<file path="src/hdl/bswr_pkg.sv">
package bswr_pkg;

    localparam int WORD_W   = 32;
    localparam int ACTION_W = 2;
    localparam int STATUS_W = 2;
    localparam int COUNT_W  = 5;

    localparam logic [ACTION_W-1:0] ACT_PUSH    = 2'd0;
    localparam logic [ACTION_W-1:0] ACT_POP     = 2'd1;
    localparam logic [ACTION_W-1:0] ACT_REVERSE = 2'd2;

    localparam logic [STATUS_W-1:0] ST_OK    = 2'd0;
    localparam logic [STATUS_W-1:0] ST_FULL  = 2'd1;
    localparam logic [STATUS_W-1:0] ST_EMPTY = 2'd2;

    localparam logic signed [WORD_W-1:0] EMPTY_POP_WORD = -32'sd999;

    typedef enum logic [2:0] {
        S_IDLE,
        S_POP,
        S_REV_HI,
        S_REV_WLO,
        S_REV_WHI
    } t_state;

endpackage

</file>
<file path="src/hdl/bounded_stack_with_reverse.sv">
// Push, refused push, empty pop, reverse of fewer than two entries and the unused
// action: result in the cycle after the transaction is accepted, busy stays low.
// Pop: busy in S_POP for one memory read; the result is registered after S_POP.
// Reverse of n >= 2 entries: busy through floor(n/2) swaps, two reads and two writes
// per swap on the simple dual-port entry memory; result in the cycle after.
// Synchronous active-low reset empties the stack; memory contents are not cleared.
module bounded_stack_with_reverse
    import bswr_pkg::*;
#(
    parameter int DEPTH = 16
) (
    input  logic                       i_clk,
    input  logic                       i_rst_n,
    input  logic                       i_start,
    output logic                       o_busy,
    input  logic [ACTION_W-1:0]        i_action,
    input  logic signed [WORD_W-1:0]   i_push_value,
    output logic                       o_valid,
    output logic signed [WORD_W-1:0]   o_pop_value,
    output logic [STATUS_W-1:0]        o_status,
    output logic [COUNT_W-1:0]         o_entry_count
);

    localparam int AW = (DEPTH > 1) ? $clog2(DEPTH) : 1;
    localparam int CW = $clog2(DEPTH + 1);

    logic [WORD_W-1:0] r_mem [DEPTH];

    t_state r_state, n_state;
    logic [CW-1:0] r_count, n_count;
    logic [AW-1:0] r_lo, n_lo;
    logic [AW-1:0] r_hi, n_hi;
    logic [WORD_W-1:0] r_tmp, n_tmp;
    logic [WORD_W-1:0] r_rd_data;
    logic r_valid, n_valid;
    logic signed [WORD_W-1:0] r_value, n_value;
    logic [STATUS_W-1:0] r_status, n_status;

    logic rd_en, wr_en;
    logic [AW-1:0] rd_addr, wr_addr;
    logic [WORD_W-1:0] wr_data;

    logic accept;
    logic is_full, is_empty, has_pair, more_swaps;
    logic [CW-1:0] count_m1;

    assign accept     = i_start && (r_state == S_IDLE);
    assign is_full    = (r_count == CW'(DEPTH));
    assign is_empty   = (r_count == '0);
    assign has_pair   = ({1'b0, r_count} >= (CW + 1)'(2));
    assign count_m1   = r_count - 1'b1;
    // another swap remains when lo+1 < hi-1
    assign more_swaps = (({1'b0, r_hi} - {1'b0, r_lo}) > (AW + 1)'(2));

    // next state
    always_comb begin
        n_state = r_state;
        unique case (r_state)
            S_IDLE: begin
                if (accept) begin
                    if (i_action == ACT_POP && !is_empty) begin
                        n_state = S_POP;
                    end else if (i_action == ACT_REVERSE && has_pair) begin
                        n_state = S_REV_HI;
                    end
                end
            end
            S_POP:     n_state = S_IDLE;
            S_REV_HI:  n_state = S_REV_WLO;
            S_REV_WLO: n_state = S_REV_WHI;
            S_REV_WHI: n_state = more_swaps ? S_REV_HI : S_IDLE;
            default:   n_state = S_IDLE;
        endcase
    end

    // datapath and memory control
    always_comb begin
        n_count  = r_count;
        n_lo     = r_lo;
        n_hi     = r_hi;
        n_tmp    = r_tmp;
        n_valid  = 1'b0;
        n_value  = r_value;
        n_status = r_status;
        rd_en    = 1'b0;
        rd_addr  = r_lo;
        wr_en    = 1'b0;
        wr_addr  = r_lo;
        wr_data  = r_rd_data;
        unique case (r_state)
            S_IDLE: begin
                if (accept) begin
                    n_valid  = 1'b1;
                    n_value  = '0;
                    n_status = ST_OK;
                    case (i_action)
                        ACT_PUSH: begin
                            if (is_full) begin
                                n_status = ST_FULL;
                            end else begin
                                wr_en   = 1'b1;
                                wr_addr = r_count[AW-1:0];
                                wr_data = i_push_value;
                                n_count = r_count + 1'b1;
                            end
                        end
                        ACT_POP: begin
                            if (is_empty) begin
                                n_status = ST_EMPTY;
                                n_value  = EMPTY_POP_WORD;
                            end else begin
                                n_valid = 1'b0;
                                rd_en   = 1'b1;
                                rd_addr = count_m1[AW-1:0];
                                n_count = count_m1;
                            end
                        end
                        ACT_REVERSE: begin
                            if (has_pair) begin
                                n_valid = 1'b0;
                                rd_en   = 1'b1;
                                rd_addr = '0;
                                n_lo    = '0;
                                n_hi    = count_m1[AW-1:0];
                            end
                        end
                        default: ;
                    endcase
                end
            end
            S_POP: begin
                n_valid  = 1'b1;
                n_value  = r_rd_data;
                n_status = ST_OK;
            end
            S_REV_HI: begin
                // hold the low word while the high one is fetched
                rd_en   = 1'b1;
                rd_addr = r_hi;
                n_tmp   = r_rd_data;
            end
            S_REV_WLO: begin
                wr_en   = 1'b1;
                wr_addr = r_lo;
                wr_data = r_rd_data;
            end
            S_REV_WHI: begin
                wr_en   = 1'b1;
                wr_addr = r_hi;
                wr_data = r_tmp;
                if (more_swaps) begin
                    rd_en   = 1'b1;
                    rd_addr = r_lo + 1'b1;
                    n_lo    = r_lo + 1'b1;
                    n_hi    = r_hi - 1'b1;
                end else begin
                    n_valid  = 1'b1;
                    n_value  = '0;
                    n_status = ST_OK;
                end
            end
            default: ;
        endcase
    end

    always_ff @(posedge i_clk) begin
        if (wr_en) begin
            r_mem[wr_addr] <= wr_data;
        end
        if (rd_en) begin
            r_rd_data <= r_mem[rd_addr];
        end
    end

    always_ff @(posedge i_clk) begin
        if (!i_rst_n) begin
            r_state <= S_IDLE;
            r_count <= '0;
            r_valid <= 1'b0;
        end else begin
            r_state <= n_state;
            r_count <= n_count;
            r_valid <= n_valid;
        end
    end

    always_ff @(posedge i_clk) begin
        r_lo     <= n_lo;
        r_hi     <= n_hi;
        r_tmp    <= n_tmp;
        r_value  <= n_value;
        r_status <= n_status;
    end

    assign o_busy        = (r_state != S_IDLE);
    assign o_valid       = r_valid;
    assign o_pop_value   = r_value;
    assign o_status      = r_status;
    assign o_entry_count = COUNT_W'(r_count);

    a_count_bound: assert property (@(posedge i_clk) disable iff (!i_rst_n)
        r_count <= CW'(DEPTH))
        else $error("entry count beyond depth");

    a_push_result: assert property (@(posedge i_clk) disable iff (!i_rst_n)
        (accept && i_action == ACT_PUSH) |=> (o_valid && o_status != ST_EMPTY))
        else $error("push gave no result in the next cycle");

    a_pop_result: assert property (@(posedge i_clk) disable iff (!i_rst_n)
        (r_state == S_POP) |=> (o_valid && o_status == ST_OK))
        else $error("pop read gave no result");

    a_busy_no_result: assert property (@(posedge i_clk) disable iff (!i_rst_n)
        (o_busy && r_state != S_POP && !(r_state == S_REV_WHI && !more_swaps))
            |=> !o_valid)
        else $error("result strobe raised mid-transaction");

endmodule

</file>
<file path="config.mk">
export PLATFORM = sky130hd
export DESIGN_NAME = bounded_stack_with_reverse
export DESIGN_NICKNAME = d
export VERILOG_FILES = /design/src/hdl/bswr_pkg.sv /design/src/hdl/bounded_stack_with_reverse.sv
export SDC_FILE = /design/constraint.sdc
export NUM_CORES = 1
export LEC_CHECK = 0
export BUFFER_PORTS_ARGS = -buffer_cell sky130_fd_sc_hd__buf_2
export CAP_MARGIN = 30
export CORE_MARGIN = 4
export CORE_UTILIZATION = 35
export CTS_CLUSTER_DIAMETER = 40
export DETAILED_ROUTE_END_ITERATION = 12
export HOLD_SLACK_MARGIN = 0.03
export PLACE_DENSITY_LB_ADDON = 0.15
export SETUP_SLACK_MARGIN = 0.15
export SYNTH_ARGS = -nofsm -noshare
export SYNTH_HDL_FRONTEND = slang
export SYNTH_SLANG_ARGS = --single-unit
</file>
<file path="constraint.sdc">
create_clock -name i_clk -period 5.8 [get_ports i_clk]
set_input_delay 0.58 -clock i_clk [delete_from_list [all_inputs] [get_ports i_clk]]
set_output_delay 0.58 -clock i_clk [all_outputs]
set_load 0.1 [all_outputs]
</file>
==> impl_summary.log <==
[metrics] total area of multi-input combinational cells: between 0.006 and 0.007 sq mm
[metrics] routed wire length: around 70,000 um
[metrics] Power Density: ~420 mW/mm^2
[metrics] violation count after the first detailed-route iteration: 1,102
[metrics] Overflow after GRT: 0
[metrics] number of top-level pins: 78
[metrics] Max clock buf depth: 3
[metrics] upper clock frequency limit: ~220 MHz
[metrics] post-synth cell types: 67
[metrics] HP Class: in -> reg
[metrics] count of nets left with antenna violations after detail routing: 0
[metrics] clock insertion delay at the later pin of the skew report: ~0.65 ns
[metrics] number of fillers in the final layout: about 6,300
[metrics] synthesized net count: around 1,400
[metrics] R2R cell count: 12
[metrics] Post-synth ARST share: 0%
[metrics] chip height: 277 um
[metrics] Total Die Area: ~0.077 sq mm
[metrics] startpoint of the lowest-slack register-to-register path: r_lo[0]
[metrics] number of global-route vias before repair: about 14,000
[metrics] length of the first detailed-routing pass in iterations: 5
[metrics] antenna violations before repair: 0
[metrics] average vias per placed instance: ~5.4
[metrics] CTS H-tree lvls: 3
[metrics] number of nets in the final layout: 1,577
[metrics] VDD IR-drop max: between 0.2 and 0.3 mV
[metrics] crit start category: flop
[metrics] unrepaired setup endpoints after global routing: no
[metrics] Hold Vio Cnt, Final: 0
[metrics] maximum number of pins on one net before global-route repair: 44
[metrics] count of input and output buffers: 77
[metrics] CP Max Fanout: 39
[metrics] total routing usage reported by global routing: a little under a fifth
[metrics] area occupied by registers: 0.0187 sq mm
[metrics] status: finished clean
[metrics] post-CTS setup buffers: 0
[metrics] Inserted Clock Buffers: 100
[metrics] post-route clock period utilization: between 70 and 80%
[metrics] # hold bufs at CTS: 0
[metrics] Setup crit end kind: flop
[metrics] count of max-cap constraint violations: 0
[metrics] row cnt: between 90 and 100
[metrics] pin slew with the least headroom to its limit: around 1.0 ns
[metrics] most frequent standard cell in the layout excluding fill and tap cells: sky130_fd_sc_hd__edfxtp_1
[metrics] required time worst endpoint: between 6 and 7 ns
[metrics] area inside the core boundary: 0.0716 sq mm
[metrics] Yosys warnings: 0
[metrics] register-to-register setup slack: roughly 1.2 ns
[metrics] post-layout min period: approximately 4.6 ns
[metrics] share of cells above drive strength 1: 31.6%
[metrics] Final setup violation count: 0
[metrics] HPWL reported at the end of detailed placement: 39,500 um
[metrics] Seq cells post-synth: roughly 630
[metrics] die width: around 280 um
[metrics] critical path data arrival time: around 5 ns
[metrics] total negative slack: 0 ns
[metrics] endpoint of the worst register-to-register path: r_rd_data[13]
[metrics] power consumption: between 10 and 15 mW
[metrics] CTS tree: done
[metrics] fraction of the yosys area taken by sequential cells: 74.0%
[metrics] CP Class: reg -> reg
[metrics] Clk pin slew, worst setup/hold paths: roughly 0.050 ns
[metrics] clock tree root buffer cell: sky130_fd_sc_hd__clkbuf_16
[metrics] highest-count cells in the layout ignoring fill and taps: sky130_fd_sc_hd__edfxtp_1, sky130_fd_sc_hd__mux4_2, sky130_fd_sc_hd__clkbuf_16
[metrics] DR vias: between 10,000 and 15,000
[metrics] total DRC errors in the routed layout: 0
[metrics] Placer Congestion: between 0.8 and 0.9
[metrics] worst setup path startpoint: r_lo[0]
[metrics] initial core utilization: between 30 and 40%
[metrics] Hold Path Cell Cnt: 2
[metrics] number of synthesized flops with an enable pin: roughly 620
[metrics] clk sinks: about 630
[metrics] leakage power total: between 10 and 15 nW
[metrics] post-synthesis instance total: 1,350
[metrics] post-DR wirelength/cell: around 27 um
[metrics] max-slew violation count: 0
[metrics] number of gates given a new drive strength after cts: 0
[metrics] Synth Area per Inst: between 15 and 20 sq um
[metrics] Top FF cell, synth: sky130_fd_sc_hd__edfxtp_1
[metrics] worst clock skew on the final layout: around 0.024 ns
[metrics] end point of the worst hold path: o_entry_count[1]
[metrics] wire length of the first global-routing pass: around 100,000 um
[metrics] Max-Slew Margin vs Limit: about a third
[metrics] hold wc startpoint: i_rst_n
[metrics] Area Growth Syn to Fin: 22.0%
[metrics] Synth Cell Area: 0.0253 sq mm
cell usage after synthesis (6+ instances only):
master	n	area (sq um)
sky130_fd_sc_hd__a211oi_2	20	250
sky130_fd_sc_hd__a21o_1	30	225
sky130_fd_sc_hd__a21oi_1	21	105
sky130_fd_sc_hd__a22oi_1	92	691
sky130_fd_sc_hd__and2_1	7	43.8
sky130_fd_sc_hd__and3_1	8	50.1
sky130_fd_sc_hd__buf_2	19	95.1
sky130_fd_sc_hd__buf_8	6	90.1
sky130_fd_sc_hd__clkbuf_1	42	158
sky130_fd_sc_hd__dfxtp_1	9	180
sky130_fd_sc_hd__edfxtp_1	618	18600
sky130_fd_sc_hd__ha_1	13	163
sky130_fd_sc_hd__inv_1	17	63.8
sky130_fd_sc_hd__mux2_2	21	236
sky130_fd_sc_hd__mux2i_1	45	450
sky130_fd_sc_hd__mux4_2	104	2340
sky130_fd_sc_hd__nand2_1	31	116
sky130_fd_sc_hd__nand2b_1	9	56.3
sky130_fd_sc_hd__nand3_1	7	35.0
sky130_fd_sc_hd__nor2_1	58	218
sky130_fd_sc_hd__nor3_1	10	50.1
sky130_fd_sc_hd__o211ai_1	8	60.1
sky130_fd_sc_hd__o21ai_0	49	245
sky130_fd_sc_hd__o22ai_1	20	125
layer usage:
| layer | vias up | global-route usage (%) | part of all wire, % |
|---|---|---|---|
| li1 | 5959 | - | - |
| met1 | 7295 | 26.0 | 45 |
| met3 | 101 | 3.33 | 6.1 |
| met2 | 437 | 28.1 | 46 |
| met4 | 0 | 5.54 | 2.4 |
| met5 | - | 0 | 0 |
worst max-delay path, cell delays in order, from the launching register on:
cell and delay [ns]:
sky130_fd_sc_hd__edfxtp_1 0.67, sky130_fd_sc_hd__ha_1 0.28, sky130_fd_sc_hd__inv_1 0.06, sky130_fd_sc_hd__fa_1 0.37, sky130_fd_sc_hd__xnor2_1 0.19, sky130_fd_sc_hd__o2111ai_1 0.22
sky130_fd_sc_hd__o211ai_1 0.15, sky130_fd_sc_hd__a21oi_1 0.61, sky130_fd_sc_hd__or2_4 0.61, sky130_fd_sc_hd__buf_12 0.33, sky130_fd_sc_hd__mux4_2 0.37, sky130_fd_sc_hd__a22oi_1 0.32
sky130_fd_sc_hd__nand2_1 0.09
where the power goes:
group	switching, mW	internal, mW	leakage [nW]
Combinational	1.11	0.603	3.13
Clock	2.22	3.78	1.66
Sequential	0.0680	5.26	5.68
Total	3.39	9.64	10.5
stage by stage:
stage / setup slack (ns) / std cells / cell area [sq um] / hold slack, ns / utilization, %
2_1_floorplan: 0.902 / 1350 / 25300 / 0.466 / -
3_3_place_gp: 0.962 / 2361 / 27300 / 0.486 / 38.2
3_5_place_dp: 1.28 / 2369 / 27400 / 0.492 / 38.3
4_1_cts: 1.24 / 2557 / 30900 / 0.222 / 43.1
5_1_grt: 0.888 / 2562 / 30900 / 0.260 / 43.1
6_report: 1.22 / 2563 / 30900 / 0.278 / 43.1
kinds of logic after synthesis:
group | Yosys count | share of synthesized area (%)
AOI/OAI and AO/OA | 280 | 8.12
xor gates and xnor gates | 9 | 0.311
adders and majority gates | 14 | 0.721
buffers and inverters | 97 | 1.98
DFF | 627 | 74.0
muxes | 171 | 12.0
and+or+nand+nor | 152 | 2.88
layout make-up:
cell class | count | area share [%]
clock inverter | 78 | 2.81
antenna | 1 | 0.00810
sequential | 627 | 60.7
inverter | 18 | 0.219
tap | 950 | 3.85
clock buffer | 110 | 8.29
timing repair buffer | 153 | 3.80
multi-input combinational | 626 | 20.4
worst max path at each step:
stage	to	slack, ns	cells after the start
floorplan	r_mem[3][0]	0.90	10
global placement	r_rd_data[5]	0.96	12
detailed placement	r_rd_data[13]	1.28	12
CTS	r_rd_data[13]	1.24	12
global route	r_rd_data[13]	0.89	12
finish	r_rd_data[13]	1.22	12
flip-flops by register name, summed over array words and instances (netlist names):
register,cells
r_mem,512
r_tmp,32
r_hi,4
o_pop_value,32
o_entry_count,5
o_status,2
o_valid,1
r_rd_data,32
r_lo,4
r_state,3
Power figures use the tool's default switching activity.
